**src/design/assert_macros.svh**
```systemverilog
// Assertion macros used by the rasterizer controller.
`ifndef ASSERT_MACROS_SVH
`define ASSERT_MACROS_SVH

// The consequent must hold in the same cycle as the antecedent.
`define ASSERT_NOW(lbl, clk, rst, ante, cons) \
   lbl: assert property (@(posedge clk) disable iff (rst) (ante) |-> (cons)) \
      else $error("same-cycle implication violated");

// The consequent must hold in the cycle after the antecedent.
`define ASSERT_NEXT(lbl, clk, rst, ante, cons) \
   lbl: assert property (@(posedge clk) disable iff (rst) (ante) |=> (cons)) \
      else $error("next-cycle implication violated");

`endif

```
**src/design/mer_pkg.sv**
```systemverilog
package mer_pkg;

   // Default coordinate width of the centre and radius fields.
   localparam int COORD_BITS_DEF = 10;

   // Index of the fourth pixel of a step.
   localparam logic [1:0] PIX_LAST = 2'd3;

   // Datapath operations issued by the controller.
   typedef enum logic [3:0] {
      OP_NONE    = 4'd0,
      OP_LOAD    = 4'd1,
      OP_SNAP    = 4'd2,
      OP_LD_MUL1 = 4'd3,
      OP_LD_MUL2 = 4'd4,
      OP_LD_MUL3 = 4'd5,
      OP_LD_FIN  = 4'd6,
      OP_UPD_R1  = 4'd7,
      OP_UPD_R2  = 4'd8,
      OP_SU1     = 4'd9,
      OP_SU2     = 4'd10,
      OP_SU3     = 4'd11,
      OP_SU4     = 4'd12,
      OP_SU5     = 4'd13,
      OP_SU6     = 4'd14
   } dp_op_type;

   // Command from the controller to the datapath.
   typedef struct packed {
      dp_op_type  op;
      logic [1:0] pix_sel;
   } dp_cmd_type;

   // Status from the datapath to the controller.
   typedef struct packed {
      logic gx_lt_gy;
      logic sy_neg;
      logic sy_zero;
   } dp_status_type;

endpackage

```
**src/design/mer_datapath.sv**
```systemverilog
module mer_datapath
   import mer_pkg::*;
#(
   parameter int COORD_BITS = COORD_BITS_DEF
) (
   input  logic                         clock,
   input  dp_cmd_type                   cmd,
   input  logic [COORD_BITS-1:0]        center_x,
   input  logic [COORD_BITS-1:0]        center_y,
   input  logic [COORD_BITS-1:0]        radius_x,
   input  logic [COORD_BITS-1:0]        radius_y,
   output dp_status_type                status,
   output logic signed [COORD_BITS+1:0] pixel_x,
   output logic signed [COORD_BITS+1:0] pixel_y
);

   localparam int CW  = COORD_BITS + 1;
   localparam int PW  = COORD_BITS + 2;
   localparam int SQW = 2 * COORD_BITS;
   localparam int MW  = 2 * COORD_BITS + 2;
   localparam int PRW = 2 * MW;
   localparam int GW  = 3 * COORD_BITS + 3;
   localparam int DW  = 4 * COORD_BITS + 5;
   localparam logic signed [DW-1:0] DEC_ONE = DW'(1);

   logic [COORD_BITS-1:0] cx_ff, cy_ff, rad_x_ff;
   logic [SQW-1:0]        rx2_ff, ry2_ff;
   logic signed [CW-1:0]  sx_ff, sy_ff, snap_x_ff, snap_y_ff;
   logic signed [GW-1:0]  gx_ff, gy_ff;
   logic signed [DW-1:0]  dec_ff, acc_ff;
   logic [MW-1:0]         t_ff;
   logic [PRW-1:0]        prod_ff;

   logic [MW-1:0]         mult_a, mult_b;
   logic [PRW-1:0]        prod_in;
   logic [MW-1:0]         x_u;
   logic signed [CW:0]    ym;
   logic [CW:0]           ym_abs;
   logic signed [GW-1:0]  rx2x2_g, ry2x2_g, gx_up, gy_dn, gy_ld;
   logic signed [DW-1:0]  gx_up_d, gy_dn_d, rx2_d, ry2_d, prod_d, q_d, rx2q_d;
   logic signed [DW-1:0]  dec_r1_lt, dec_r1_ge, dec_r2_gt, dec_r2_le;
   logic signed [DW-1:0]  dec_ld, su_sum, su_fix;
   logic                  dec_neg, dec_pos;
   logic signed [PW-1:0]  cx_p, cy_p, sx_p, sy_p;

   // Operand views of the step registers.
   assign x_u    = MW'(unsigned'(sx_ff));
   assign ym     = {sy_ff[CW-1], sy_ff} - (CW+1)'(1);
   assign ym_abs = ym[CW] ? -ym : ym;

   // Shared multiplier operand selection.
   always_comb begin
      mult_a = '0;
      mult_b = '0;
      unique case (cmd.op)
         OP_LD_MUL1: begin
            mult_a = MW'(rad_x_ff);
            mult_b = MW'(rad_x_ff);
         end
         OP_LD_MUL2: begin
            mult_a = MW'(sy_ff[COORD_BITS-1:0]);
            mult_b = MW'(sy_ff[COORD_BITS-1:0]);
         end
         OP_LD_MUL3: begin
            mult_a = MW'(rx2_ff);
            mult_b = MW'(sy_ff[COORD_BITS-1:0]);
         end
         OP_SU1: begin
            mult_a = x_u;
            mult_b = x_u;
         end
         OP_SU2: begin
            mult_a = MW'(ym_abs);
            mult_b = MW'(ym_abs);
         end
         OP_SU3: begin
            mult_a = MW'(ry2_ff);
            mult_b = t_ff;
         end
         OP_SU4: begin
            mult_a = MW'(rx2_ff);
            mult_b = t_ff;
         end
         OP_SU5: begin
            mult_a = MW'(rx2_ff);
            mult_b = MW'(ry2_ff);
         end
         default: begin
            mult_a = '0;
            mult_b = '0;
         end
      endcase
   end

   assign prod_in = mult_a * mult_b;

   // Gradient updates and their extension to the decision width.
   assign rx2x2_g = GW'({rx2_ff, 1'b0});
   assign ry2x2_g = GW'({ry2_ff, 1'b0});
   assign gx_up   = gx_ff + ry2x2_g;
   assign gy_dn   = gy_ff - rx2x2_g;
   assign gy_ld   = GW'({prod_ff, 1'b0});
   assign gx_up_d = DW'(gx_up);
   assign gy_dn_d = DW'(gy_dn);
   assign rx2_d   = DW'(rx2_ff);
   assign ry2_d   = DW'(ry2_ff);
   assign prod_d  = DW'(prod_ff);
   assign q_d     = DW'(ry2_ff >> 2);
   assign rx2q_d  = DW'(rx2_ff >> 2);

   // Midpoint decision updates for both regions.
   assign dec_neg   = dec_ff[DW-1];
   assign dec_pos   = !dec_neg && (dec_ff != '0);
   assign dec_r1_lt = dec_ff + gx_up_d + ry2_d;
   assign dec_r1_ge = dec_ff + gx_up_d - gy_dn_d + ry2_d;
   assign dec_r2_gt = dec_ff + rx2_d - gy_dn_d;
   assign dec_r2_le = dec_ff + gx_up_d - gy_dn_d + rx2_d;

   // Initial decision values for region 1 and for region 2.
   assign dec_ld = ry2_d - prod_d + rx2q_d;
   assign su_sum = acc_ff - prod_d + q_d;
   assign su_fix = (su_sum[DW-1] && (ry2_ff[1:0] == 2'b01)) ? su_sum + DEC_ONE : su_sum;

   // Register updates per operation.
   always_ff @(posedge clock) begin
      prod_ff <= prod_in;
      unique case (cmd.op)
         OP_LOAD: begin
            cx_ff    <= center_x;
            cy_ff    <= center_y;
            rad_x_ff <= radius_x;
            sx_ff    <= '0;
            sy_ff    <= CW'(radius_y);
            gx_ff    <= '0;
         end
         OP_SNAP: begin
            snap_x_ff <= sx_ff;
            snap_y_ff <= sy_ff;
         end
         OP_LD_MUL2: begin
            rx2_ff <= prod_ff[SQW-1:0];
         end
         OP_LD_MUL3: begin
            ry2_ff <= prod_ff[SQW-1:0];
         end
         OP_LD_FIN: begin
            gy_ff  <= gy_ld;
            dec_ff <= dec_ld;
         end
         OP_UPD_R1: begin
            sx_ff <= sx_ff + CW'(1);
            gx_ff <= gx_up;
            if (dec_neg) begin
               dec_ff <= dec_r1_lt;
            end else begin
               sy_ff  <= sy_ff - CW'(1);
               gy_ff  <= gy_dn;
               dec_ff <= dec_r1_ge;
            end
         end
         OP_UPD_R2: begin
            sy_ff <= sy_ff - CW'(1);
            gy_ff <= gy_dn;
            if (dec_pos) begin
               dec_ff <= dec_r2_gt;
            end else begin
               sx_ff  <= sx_ff + CW'(1);
               gx_ff  <= gx_up;
               dec_ff <= dec_r2_le;
            end
         end
         OP_SU2: begin
            t_ff <= prod_ff[MW-1:0] + x_u;
         end
         OP_SU3: begin
            t_ff <= prod_ff[MW-1:0];
         end
         OP_SU4: begin
            acc_ff <= prod_d;
         end
         OP_SU5: begin
            acc_ff <= acc_ff + prod_d;
         end
         OP_SU6: begin
            dec_ff <= su_fix;
         end
         default: begin
         end
      endcase
   end

   // Status for the controller.
   assign status.gx_lt_gy = gx_ff < gy_ff;
   assign status.sy_neg   = sy_ff[CW-1];
   assign status.sy_zero  = (sy_ff == '0);

   // Symmetric pixel selected by the controller's pixel index.
   assign cx_p    = PW'(cx_ff);
   assign cy_p    = PW'(cy_ff);
   assign sx_p    = PW'(snap_x_ff);
   assign sy_p    = PW'(snap_y_ff);
   assign pixel_x = cmd.pix_sel[0] ? cx_p - sx_p : cx_p + sx_p;
   assign pixel_y = cmd.pix_sel[1] ? cy_p - sy_p : cy_p + sy_p;

endmodule

```
**src/design/mer_ctrl.sv**
```systemverilog
`include "assert_macros.svh"

module mer_ctrl
   import mer_pkg::*;
(
   input  logic          clock,
   input  logic          reset,
   input  logic          req_valid,
   output logic          req_stall,
   input  logic          req_kind,
   output logic          rsp_valid,
   input  logic          rsp_stall,
   output logic          rsp_last_of_step,
   output logic          rsp_figure_done,
   output dp_cmd_type    cmd,
   input  dp_status_type status
);

   typedef enum logic [12:0] {
      ST_IDLE = 13'b0000000000001,
      ST_LD1  = 13'b0000000000010,
      ST_LD2  = 13'b0000000000100,
      ST_LD3  = 13'b0000000001000,
      ST_LD4  = 13'b0000000010000,
      ST_UPD  = 13'b0000000100000,
      ST_RES  = 13'b0000001000000,
      ST_SU1  = 13'b0000010000000,
      ST_SU2  = 13'b0000100000000,
      ST_SU3  = 13'b0001000000000,
      ST_SU4  = 13'b0010000000000,
      ST_SU5  = 13'b0100000000000,
      ST_SU6  = 13'b1000000000000
   } state_type;

   typedef enum logic [2:0] {
      PH_IDLE = 3'b001,
      PH_R1   = 3'b010,
      PH_R2   = 3'b100
   } phase_type;

   state_type  st_ff, st_in;
   phase_type  phase_ff, phase_in;
   logic       busy_ff, busy_in;
   logic [1:0] idx_ff, idx_in;
   logic       done_ff, done_in;
   logic       req_accept, rsp_accept, step_go;

   // Handshakes: intake waits for the sequencer and for the last pixel to leave.
   assign rsp_valid  = busy_ff;
   assign rsp_accept = rsp_valid && !rsp_stall;
   assign req_stall  = (st_ff != ST_IDLE) ||
                       (busy_ff && !(rsp_accept && (idx_ff == PIX_LAST)));
   assign req_accept = req_valid && !req_stall;
   assign step_go    = req_accept && req_kind && (phase_ff != PH_IDLE);

   assign rsp_last_of_step = (idx_ff == PIX_LAST);
   assign rsp_figure_done  = (idx_ff == PIX_LAST) && done_ff;

   // Sequencer for load, update, region change and region-2 setup.
   always_comb begin
      st_in       = st_ff;
      phase_in    = phase_ff;
      cmd.op      = OP_NONE;
      cmd.pix_sel = idx_ff;
      unique case (st_ff)
         ST_IDLE: begin
            if (req_accept) begin
               if (!req_kind) begin
                  cmd.op   = OP_LOAD;
                  phase_in = PH_R1;
                  st_in    = ST_LD1;
               end else if (phase_ff != PH_IDLE) begin
                  cmd.op = OP_SNAP;
                  st_in  = ST_UPD;
               end
            end
         end
         ST_LD1: begin
            cmd.op = OP_LD_MUL1;
            st_in  = ST_LD2;
         end
         ST_LD2: begin
            cmd.op = OP_LD_MUL2;
            st_in  = ST_LD3;
         end
         ST_LD3: begin
            cmd.op = OP_LD_MUL3;
            st_in  = ST_LD4;
         end
         ST_LD4: begin
            cmd.op = OP_LD_FIN;
            st_in  = ST_RES;
         end
         ST_UPD: begin
            cmd.op = (phase_ff == PH_R1) ? OP_UPD_R1 : OP_UPD_R2;
            st_in  = ST_RES;
         end
         ST_RES: begin
            if ((phase_ff == PH_R1) && !status.gx_lt_gy) begin
               st_in = ST_SU1;
            end else begin
               if ((phase_ff == PH_R2) && status.sy_neg) begin
                  phase_in = PH_IDLE;
               end
               st_in = ST_IDLE;
            end
         end
         ST_SU1: begin
            cmd.op = OP_SU1;
            st_in  = ST_SU2;
         end
         ST_SU2: begin
            cmd.op = OP_SU2;
            st_in  = ST_SU3;
         end
         ST_SU3: begin
            cmd.op = OP_SU3;
            st_in  = ST_SU4;
         end
         ST_SU4: begin
            cmd.op = OP_SU4;
            st_in  = ST_SU5;
         end
         ST_SU5: begin
            cmd.op = OP_SU5;
            st_in  = ST_SU6;
         end
         ST_SU6: begin
            cmd.op   = OP_SU6;
            phase_in = PH_R2;
            st_in    = ST_IDLE;
         end
         default: begin
            st_in = ST_IDLE;
         end
      endcase
   end

   // Pixel emission: four words per step, the final flag fixed at intake.
   always_comb begin
      busy_in = busy_ff;
      idx_in  = idx_ff;
      done_in = done_ff;
      priority if (step_go) begin
         busy_in = 1'b1;
         idx_in  = '0;
         done_in = (phase_ff == PH_R2) && status.sy_zero;
      end else if (rsp_accept) begin
         if (idx_ff == PIX_LAST) begin
            busy_in = 1'b0;
         end else begin
            idx_in = idx_ff + 2'd1;
         end
      end else begin
         busy_in = busy_ff;
      end
   end

   always_ff @(posedge clock) begin
      if (reset) begin
         st_ff    <= ST_IDLE;
         phase_ff <= PH_IDLE;
         busy_ff  <= 1'b0;
         idx_ff   <= '0;
         done_ff  <= 1'b0;
      end else begin
         st_ff    <= st_in;
         phase_ff <= phase_in;
         busy_ff  <= busy_in;
         idx_ff   <= idx_in;
         done_ff  <= done_in;
      end
   end

   // No new item enters before the fourth pixel of a step is taken.
   `ASSERT_NOW(a_no_intake_mid_step, clock, reset, busy_ff && (idx_ff != PIX_LAST), req_stall)
   // The final pixel of a figure leaves the block with nothing left to draw.
   `ASSERT_NEXT(a_done_goes_idle, clock, reset, rsp_accept && rsp_figure_done && !req_accept, phase_ff == PH_IDLE)
   // A load starts the multiply sequence in region 1.
   `ASSERT_NEXT(a_load_starts, clock, reset, req_accept && !req_kind, (st_ff == ST_LD1) && (phase_ff == PH_R1))

endmodule

```
**src/design/midpoint_ellipse_raster.sv**
```systemverilog
// Midpoint ellipse rasterizer.
// The req channel takes one word per item: kind 0 loads a centre and two
// semi-axes, kind 1 asks for the next raster step. A step returns four words
// on the rsp channel, the symmetric pixels (+x,+y), (-x,+y), (+x,-y), (-x,-y),
// the fourth marked last_of_step and, on the final step, figure_done.
// A step while no figure is active is accepted and returns nothing.
// The first pixel appears in the cycle after the step is accepted and
// the rest follow one per cycle while rsp_stall is low; a new step is taken
// no earlier than the fourth pixel word of the last step.
// A load holds req_stall high through states LD1, LD2, LD3, LD4 and RES,
// with LD1 to LD3 on the shared multiplier, before the next item is taken.
// When a step crosses into region 2, or a load has a zero radius, the
// region-2 start value is set up in SU1 to SU6, SU1 to SU5 on the same multiplier.
// While rsp_stall is high the current pixel holds and req_stall stays high
// until the fourth pixel of the step is taken.
// Synchronous reset returns the block to idle with no figure active and no
// pending pixels.
module midpoint_ellipse_raster
   import mer_pkg::*;
#(
   parameter int COORD_BITS = COORD_BITS_DEF
) (
   input  logic                         clock,
   input  logic                         reset,
   input  logic                         req_valid,
   output logic                         req_stall,
   input  logic                         req_kind,
   input  logic [COORD_BITS-1:0]        req_center_x,
   input  logic [COORD_BITS-1:0]        req_center_y,
   input  logic [COORD_BITS-1:0]        req_radius_x,
   input  logic [COORD_BITS-1:0]        req_radius_y,
   output logic                         rsp_valid,
   input  logic                         rsp_stall,
   output logic signed [COORD_BITS+1:0] rsp_pixel_x,
   output logic signed [COORD_BITS+1:0] rsp_pixel_y,
   output logic                         rsp_last_of_step,
   output logic                         rsp_figure_done
);

   dp_cmd_type    cmd;
   dp_status_type status;

   // Sequencer and pixel emission control.
   mer_ctrl u_ctrl (
      .clock            (clock),
      .reset            (reset),
      .req_valid        (req_valid),
      .req_stall        (req_stall),
      .req_kind         (req_kind),
      .rsp_valid        (rsp_valid),
      .rsp_stall        (rsp_stall),
      .rsp_last_of_step (rsp_last_of_step),
      .rsp_figure_done  (rsp_figure_done),
      .cmd              (cmd),
      .status           (status)
   );

   // Step registers, shared multiplier and pixel adders.
   mer_datapath #(
      .COORD_BITS (COORD_BITS)
   ) u_datapath (
      .clock    (clock),
      .cmd      (cmd),
      .center_x (req_center_x),
      .center_y (req_center_y),
      .radius_x (req_radius_x),
      .radius_y (req_radius_y),
      .status   (status),
      .pixel_x  (rsp_pixel_x),
      .pixel_y  (rsp_pixel_y)
   );

endmodule

```
**config.mk**
```make
export PLATFORM = sky130hd
export DESIGN_NAME = midpoint_ellipse_raster
export DESIGN_NICKNAME = d
export VERILOG_FILES = /design/src/design/mer_pkg.sv /design/src/design/mer_datapath.sv /design/src/design/mer_ctrl.sv /design/src/design/midpoint_ellipse_raster.sv
export VERILOG_INCLUDE_DIRS = /design/src /design/src/design
export SDC_FILE = /design/constraint.sdc
export NUM_CORES = 2
export LEC_CHECK = 0
export ABC_CLOCK_PERIOD_IN_PS = 15600
export BUFFER_PORTS_ARGS = -buffer_cell sky130_fd_sc_hd__buf_4
export CAP_MARGIN = 20
export CORE_MARGIN = 3
export CORE_UTILIZATION = 45
export CTS_CLUSTER_DIAMETER = 60
export DETAILED_ROUTE_END_ITERATION = 16
export SLEW_MARGIN = 10
export SYNTH_ARGS = -nofsm -noshare
export SYNTH_HDL_FRONTEND = slang
export SYNTH_HIERARCHICAL = 1
export SYNTH_SLANG_ARGS = --single-unit
```
**constraint.sdc**
```tcl
create_clock -name clock -period 15.6 [get_ports clock]
set_clock_uncertainty 0.15 [all_clocks]
set_input_delay 1.56 -clock clock [delete_from_list [all_inputs] [get_ports clock]]
set_output_delay 1.56 -clock clock [all_outputs]
set_load 0.02 [all_outputs]
```
Word level (Yosys, flattened, before mapping)
Index checks and enable logic that the tools add are counted.
{ "classes": {"n_lt_le_gt_ge": 1, "muxes": 37, "n_bitwise": 1, "n_mul": 1, "add_sub_neg": 25, "n_reduce_logical": 40, "eq_ne": 40} }
{ "op_table": {"columns": ["operator", "n"], "rows": [
  ["case mux 33 bit (3 select lines)", 2],
  ["adder 45 x 21 -> 45 bit", 4],
  ["case mux 45 bit (4 select lines)", 1],
  ["case mux 13 bit (11 select lines)", 1],
  ["two-way mux 45 bit", 3],
  ["case mux 22 bit (6 select lines)", 1],
  ["case mux 20 bit (6 select lines)", 1],
  ["adder 45 x 19 -> 45 bit", 2],
  ["case mux 45 bit (2 select lines)", 1],
  ["subtractor 45 x 33 -> 45 bit", 2],
  ["two-way mux 33 bit", 2],
  ["case mux 11 bit (3 select lines)", 2],
  ["case mux 4 bit (12 select lines)", 1],
  ["adder 45 x 2 -> 45 bit (second input constant)", 1],
  ["adder 45 x 33 -> 45 bit", 1],
  ["adder 45 bit", 1],
  ["nonzero test 45 bit", 1],
  ["subtractor 20 x 44 -> 45 bit", 1],
  ["subtractor 45 bit", 1],
  ["case mux 22 bit (2 select lines)", 1],
  ["multiplier 20 x 22 -> 42 bit", 1],
  ["two-way mux 13 bit", 3],
  ["two-way mux 12 bit", 3],
  ["adder 33 x 22 -> 33 bit", 1],
  ["55 further kinds", 107]
]} }
{ "totals": {"ff_bits": 356, "out_inout_bits": 28} }

Depth between registers and ports, before layout
{ "depth": {"depth_word": 14, "mapped_depth": 45, "mapped_depth_nobuf": 42} }

Modules after synthesis
The synthesis kept the hierarchy.
{ "modules_own_cells": {"columns": ["module", "n_inst", "area_each_um2", "cells_each"], "rows": [
  ["mer_datapath", 1, 52710.6, 6320],
  ["mer_ctrl", 1, 1237.4, 147]
]} }

Least setup slack after synthesis
No wires, ideal clock.
{ "synth_path": {"path_kind": "input -> register", "from": "in rsp_stall", "to": "reg u_datapath.prod_ff[42]", "path_slack_ps": 3469, "stages": 38, "arrival_ps": 11908, "setup_ps": 72, "required_ps": 15378, "n_path_buf": 2, "path_cell_list": "nand2b_1 > a21o_1 > nor3_1 > a211o_1 > clkbuf_1 > nor3_1 > a222oi_1 > nand2b_1 > clkbuf_1 > nand2_1 > fa_1 > inv_1 > fa_1 > inv_1 > fa_1 > inv_1 > fa_1 > inv_1 > (+2 left out) > fa_1 > inv_1 > fa_1 > inv_1 > ha_1 > a21o_1 > a21o_1 > a221o_1 > a21oi_1 > o21ai_0 > a311oi_1 > o21ai_0 > a211oi_1 > o21ai_0 > a41o_1 > a31o_2 > a21oi_1 > xnor2_1"} }
{ "synth_rtl": {"columns": ["item", "line", "rtl"], "rows": [
  ["start, declared", "midpoint_ellipse_raster.sv:33", "input logic rsp_stall,"],
  ["end signal, assigned", "mer_datapath.sv:126", "prod_ff <= prod_in;"],
  ["end, declared", "mer_datapath.sv:32", "logic [PRW-1:0] prod_ff;"]
]} }

==> results.md <==
Outcome:
- The flow ran to the end, and the final reports show no timing, DRC or antenna violations.

Routing:
- The total vias in the final route is 48000.
- The number of nets with antenna violations after detailed routing is 0.
- The number of iterations in the first detailed-routing pass is 9.
- The number of design rule violations left after detail routing is 0.
- Summed over all layers, the routed wires come to 181 mm.
- The starting DRC count in detailed routing is 4501.
- After detailed routing, the average wire length per cell comes to 22.3 um.
- In the routed layout, each cell is associated on average with a via count of 5.89.

Logic synthesis:
- The number of different library cells used by synthesis comes to 96.
- The proportion of register bits with asynchronous set or reset after synthesis is 0%.
- The post-synthesis area per instance is 8.34 um^2.
- When the netlist entered floorplanning its net count stood at 7539.
- The number of warnings printed during yosys synthesis is 6.
- The cell area after technology mapping is 53900 um^2.
- The number of instances in the synthesized netlist is 6467.
- Counting flops and latches in the post-synthesis netlist gives 354.
- The number of enable-type register cells in the synthesized netlist is 290.
- The sequential cell area fraction in the yosys report is 18.5%.
- Among all flip-flop cells after synthesis, the most frequent one is sky130_fd_sc_hd__edfxtp_1.

Global route:
- The initial antenna violation count was 2.
- The global router's overall resource usage is 28.6%.
- The total grt overflow is 0.
- Entering global routing, the biggest net connects 82 pins.
- The number of global-route vias before repair is 47400.
- The first global-routing pass estimated 278 mm of wire.

Finish:
- The number of nets in the final layout is 7563.
- Cells fill 49.3% of the core in the end.
- Compared with the post-synthesis result, the final layout area differs by 8.35%.
- The multi-input logic area is 40300 um^2.
- Of the cells placed in the final design, the portion with a size suffix greater than 1 is 5.40%.
- The area taken by flip-flops and latches is 9990 um^2.
- The total of fill cells in the finished design is 11500.

Clocking:
- The source-to-sink clock delay at the later pin of the worst-skew pair is 0.68 ns.
- The buffer count from post-CTS setup fixing is 0.
- The total of cells resized after clock tree synthesis is 0.
- Buffers inserted during clock tree synthesis total 57.
- The tree is rooted in a sky130_fd_sc_hd__clkbuf_16.
- Clock-pin slew was measured on the worst setup and hold paths at 0.06 ns.
- TritonCTS built the clock tree.
- The number of buffers inserted for hold repair after clock tree synthesis is 0.
- The number of buffers on the longest clock path is 3.
- The clock net in this run drives a total of 354 sinks.
- The level count of the clock H-tree is 2.

Timing:
- After layout, the minimum clock period comes to 12.52 ns.
- Summed over all failing endpoints, the final setup total negative slack is 0 ns.
- The final number of setup-violating endpoints is 0.
- The tightest slew margin relative to the limit is 23.8%.
- The pin slew with the least headroom to its limit is 1.14 ns.
- The upper clock frequency limit is 0.0799 GHz.
- The count of endpoints failing hold in the final timing report is 0.
- The max-slew violation count is 0.
- The share of the clock period used by the worst path is 80.3%.
- Setup repair after global routing left no endpoint under its margin.

Floorplanning:
- The initialized floorplan defines 126 standard-cell rows.
- The vertical extent of the die is 352 um.
- The die is 352 um wide.
- The core area is 119000 um^2.
- The initial core utilization is 45.5%.
- The overall die area is 124000 um^2.
- The count of pins on the block boundary is 73.

Power and ir drop:
- Internal power comes to 2170 uW.
- In this run the power density over the cells is 57.3 nW/um^2.
- The clock share of power is 37.9%.
- The combinational share of power is 29.7%.
- The switching component of the power is 1180 uW.
- Sequential cells account for 32.3% of the total power.
- In this run the static leakage power is 0.0261 uW.
- Of the total power, the share spent switching nets is 35.2%.
- The largest vdd supply drop is 0.0888 mV.

Job:
- The tool flagged a number of max-cap violations equal to 0.

Placed design:
- The wire-length estimate of the detail-placed layout is 148 mm.
- The placer's final routability congestion estimate is 0.988.
- During placement, the flow inserted port buffers numbering 72.

Setup path:
- STA classifies the critical path endpoint as a register.
- The data arrival at the endpoint of the critical path is 12.96 ns.
- Of all nets on the critical path, the largest fanout is 28.
- Counting stages on the worst path, the most repeated cell is sky130_fd_sc_hd__fa_1.
- The worst-path cell with the longest stage delay is sky130_fd_sc_hd__nor2b_1.
- Data on the critical path is required at its endpoint by 16.03 ns.
- The worst setup path is of the reg2reg kind.
- For this run, the slowest stage of the critical path takes 0.93 ns.
- The sort of element at the start of the critical path is a register.
- The worst-case register-to-register setup slack is 3.08 ns.

Hold path:
- The classification of the worst-slack hold path is reg2reg.
==> metrics by stage <==
step / cells / hold slack (ns) / power (uW) / setup slack (ns) / instance area [um^2]
4_1_cts: 8137 / 0.326 / 3360 / 2.93 / 58400
2_1_floorplan: 6467 / 0.277 / 1800 / 3.47 / 53900
3_3_place_gp: 8030 / 0.314 / 2060 / 2.51 / 56500
3_5_place_dp: 8030 / 0.315 / 2070 / 2.34 / 56500
5_1_grt: 8139 / 0.350 / 3510 / 2.51 / 58400
6_report: 8141 / 0.319 / 3350 / 3.08 / 58500
==> power by group through the flow <==
stage                     Combinational [uW]  Sequential (uW)  Clock (uW)
final                                    996             1080        1270
after global routing                    1090             1090        1340
after CTS                                977             1080        1300
after detailed placement                 968             1100           0
after global placement                   962             1100           0
after floorplan                          717             1090           0
==> worst max-delay path, delay by kind of cell, from the launching register on <==
kind	cells	cell delay (ns)
AOI/OAI and AO/OA	14	4.12
adders and majority gates	9	4.19
DFF	1	0.77
xor gates and xnor gates	1	0.16
and+or+nand+nor	7	2.55
buffers and inverters	5	0.47
==> worst paths after layout <==
kind / start / to / depth (start not counted)
worst max-delay path: u_ctrl/idx_ff[0]$_SDFFE_PP0P_ / u_datapath/prod_ff[43]$_DFF_P_ / 36
worst min-delay path: u_ctrl/done_ff$_SDFFE_PP0P_ / u_ctrl/done_ff$_SDFFE_PP0P_ / 2
worst max register to register: u_ctrl/idx_ff[0]$_SDFFE_PP0P_ / u_datapath/prod_ff[43]$_DFF_P_ / 36
worst min register to register: u_ctrl/done_ff$_SDFFE_PP0P_ / u_ctrl/done_ff$_SDFFE_PP0P_ / 2
==> state kept, by name (all words and copies together) (netlist names), 2 cells and up <==
name	cells
u_datapath/snap_y_ff	11
u_ctrl/idx_ff	2
u_datapath/prod_ff	44
u_datapath/t_ff	22
u_datapath/rx2_ff	20
u_datapath/gx_ff	32
u_datapath/rad_x_ff	10
u_datapath/ry2_ff	20
u_datapath/dec_ff	45
u_ctrl/phase_ff	3
u_datapath/sy_ff	11
u_datapath/acc_ff	45
u_ctrl/st_ff	13
u_datapath/snap_x_ff	11
u_datapath/gy_ff	32
u_datapath/cx_ff	10
u_datapath/sx_ff	11
u_datapath/cy_ff	10
==> synth_stat cells (all sizes together) (95+ instances only) <==
cell type / n / area share, %
nand2b: 95 / 1.1
nor3: 118 / 1.1
xnor2: 329 / 5.3
nand2: 676 / 4.7
ha: 604 / 14
nand3: 118 / 1.1
inv: 783 / 5.4
o21ai: 370 / 3.4
fa: 423 / 16
a21o: 147 / 2.0
nor2: 544 / 3.8
clkbuf: 186 / 1.3
edfxtp: 290 / 16
a21oi: 431 / 4.0
xor2: 180 / 2.9
==> placed cells by master (no fill, tap or decap), types with 26 or more instances in the layout <==
cell                        instances
sky130_fd_sc_hd__o21ai_1           29
sky130_fd_sc_hd__fa_1             423
sky130_fd_sc_hd__nand2_1          674
sky130_fd_sc_hd__nand2b_1          94
sky130_fd_sc_hd__o21a_1            46
sky130_fd_sc_hd__o21ai_0          339
sky130_fd_sc_hd__o22ai_1           26
sky130_fd_sc_hd__ha_1             604
sky130_fd_sc_hd__edfxtp_1         290
sky130_fd_sc_hd__or3_1             30
sky130_fd_sc_hd__a21oi_1          429
sky130_fd_sc_hd__a211oi_1          47
sky130_fd_sc_hd__nand4_1           73
sky130_fd_sc_hd__o211ai_1          43
sky130_fd_sc_hd__a31oi_1           54
sky130_fd_sc_hd__inv_1            783
sky130_fd_sc_hd__buf_4            174
sky130_fd_sc_hd__xor2_1           180
sky130_fd_sc_hd__clkbuf_16         58
sky130_fd_sc_hd__and4_1            29
sky130_fd_sc_hd__nor2_1           537
sky130_fd_sc_hd__a21o_1           147
sky130_fd_sc_hd__nor4_1            41
sky130_fd_sc_hd__a22oi_1           37
sky130_fd_sc_hd__and2_1            75
sky130_fd_sc_hd__o31ai_1           31
sky130_fd_sc_hd__nor3_1           112
sky130_fd_sc_hd__o21bai_1          42
sky130_fd_sc_hd__nor2b_1           62
sky130_fd_sc_hd__and3_1            63
sky130_fd_sc_hd__nand3_1          118
sky130_fd_sc_hd__dfxtp_1           64
sky130_fd_sc_hd__xnor2_1          329
==> cells by family (layout without fill, tap and decap cells) <==
| group | after synthesis | count (layout) | synth area share [%] |
|---|---|---|---|
| buffers and inverters | 992 | 1064 | 6.96 |
| AO/OA/AOI/OAI | 1518 | 1518 | 17.9 |
| adder cells (fa/ha/maj) | 1027 | 1027 | 29.7 |
| AND/OR/NAND/NOR | 2023 | 2023 | 17.7 |
| multiplexers | 43 | 43 | 0.844 |
| XOR/XNOR | 510 | 510 | 8.31 |
| other | 0 | 2 | 0 |
| flip-flops | 354 | 354 | 18.5 |
==> cell type report <==
class / instances / area share (%)
Clock inverter: 35 / 0.567
Tap cell: 1600 / 3.42
Antenna cell: 2 / 0.00856
Sequential cell: 354 / 17.1
Inverter: 783 / 5.03
Timing Repair Buffer: 174 / 2.23
Multi-Input combinational cell: 5121 / 69.0
Clock buffer: 72 / 2.66
==> routing by layer <==
layer | track usage [%] | vias up | share of wire (%)
li1 | - | 22600 | -
met1 | 40.3 | 23300 | 44
met2 | 45.9 | 1878 | 44
met3 | 4.06 | 272 | 8.1
met4 | 8.11 | 0 | 3.0
met5 | 0 | - | 0
(Power assumes the default switching activity.)
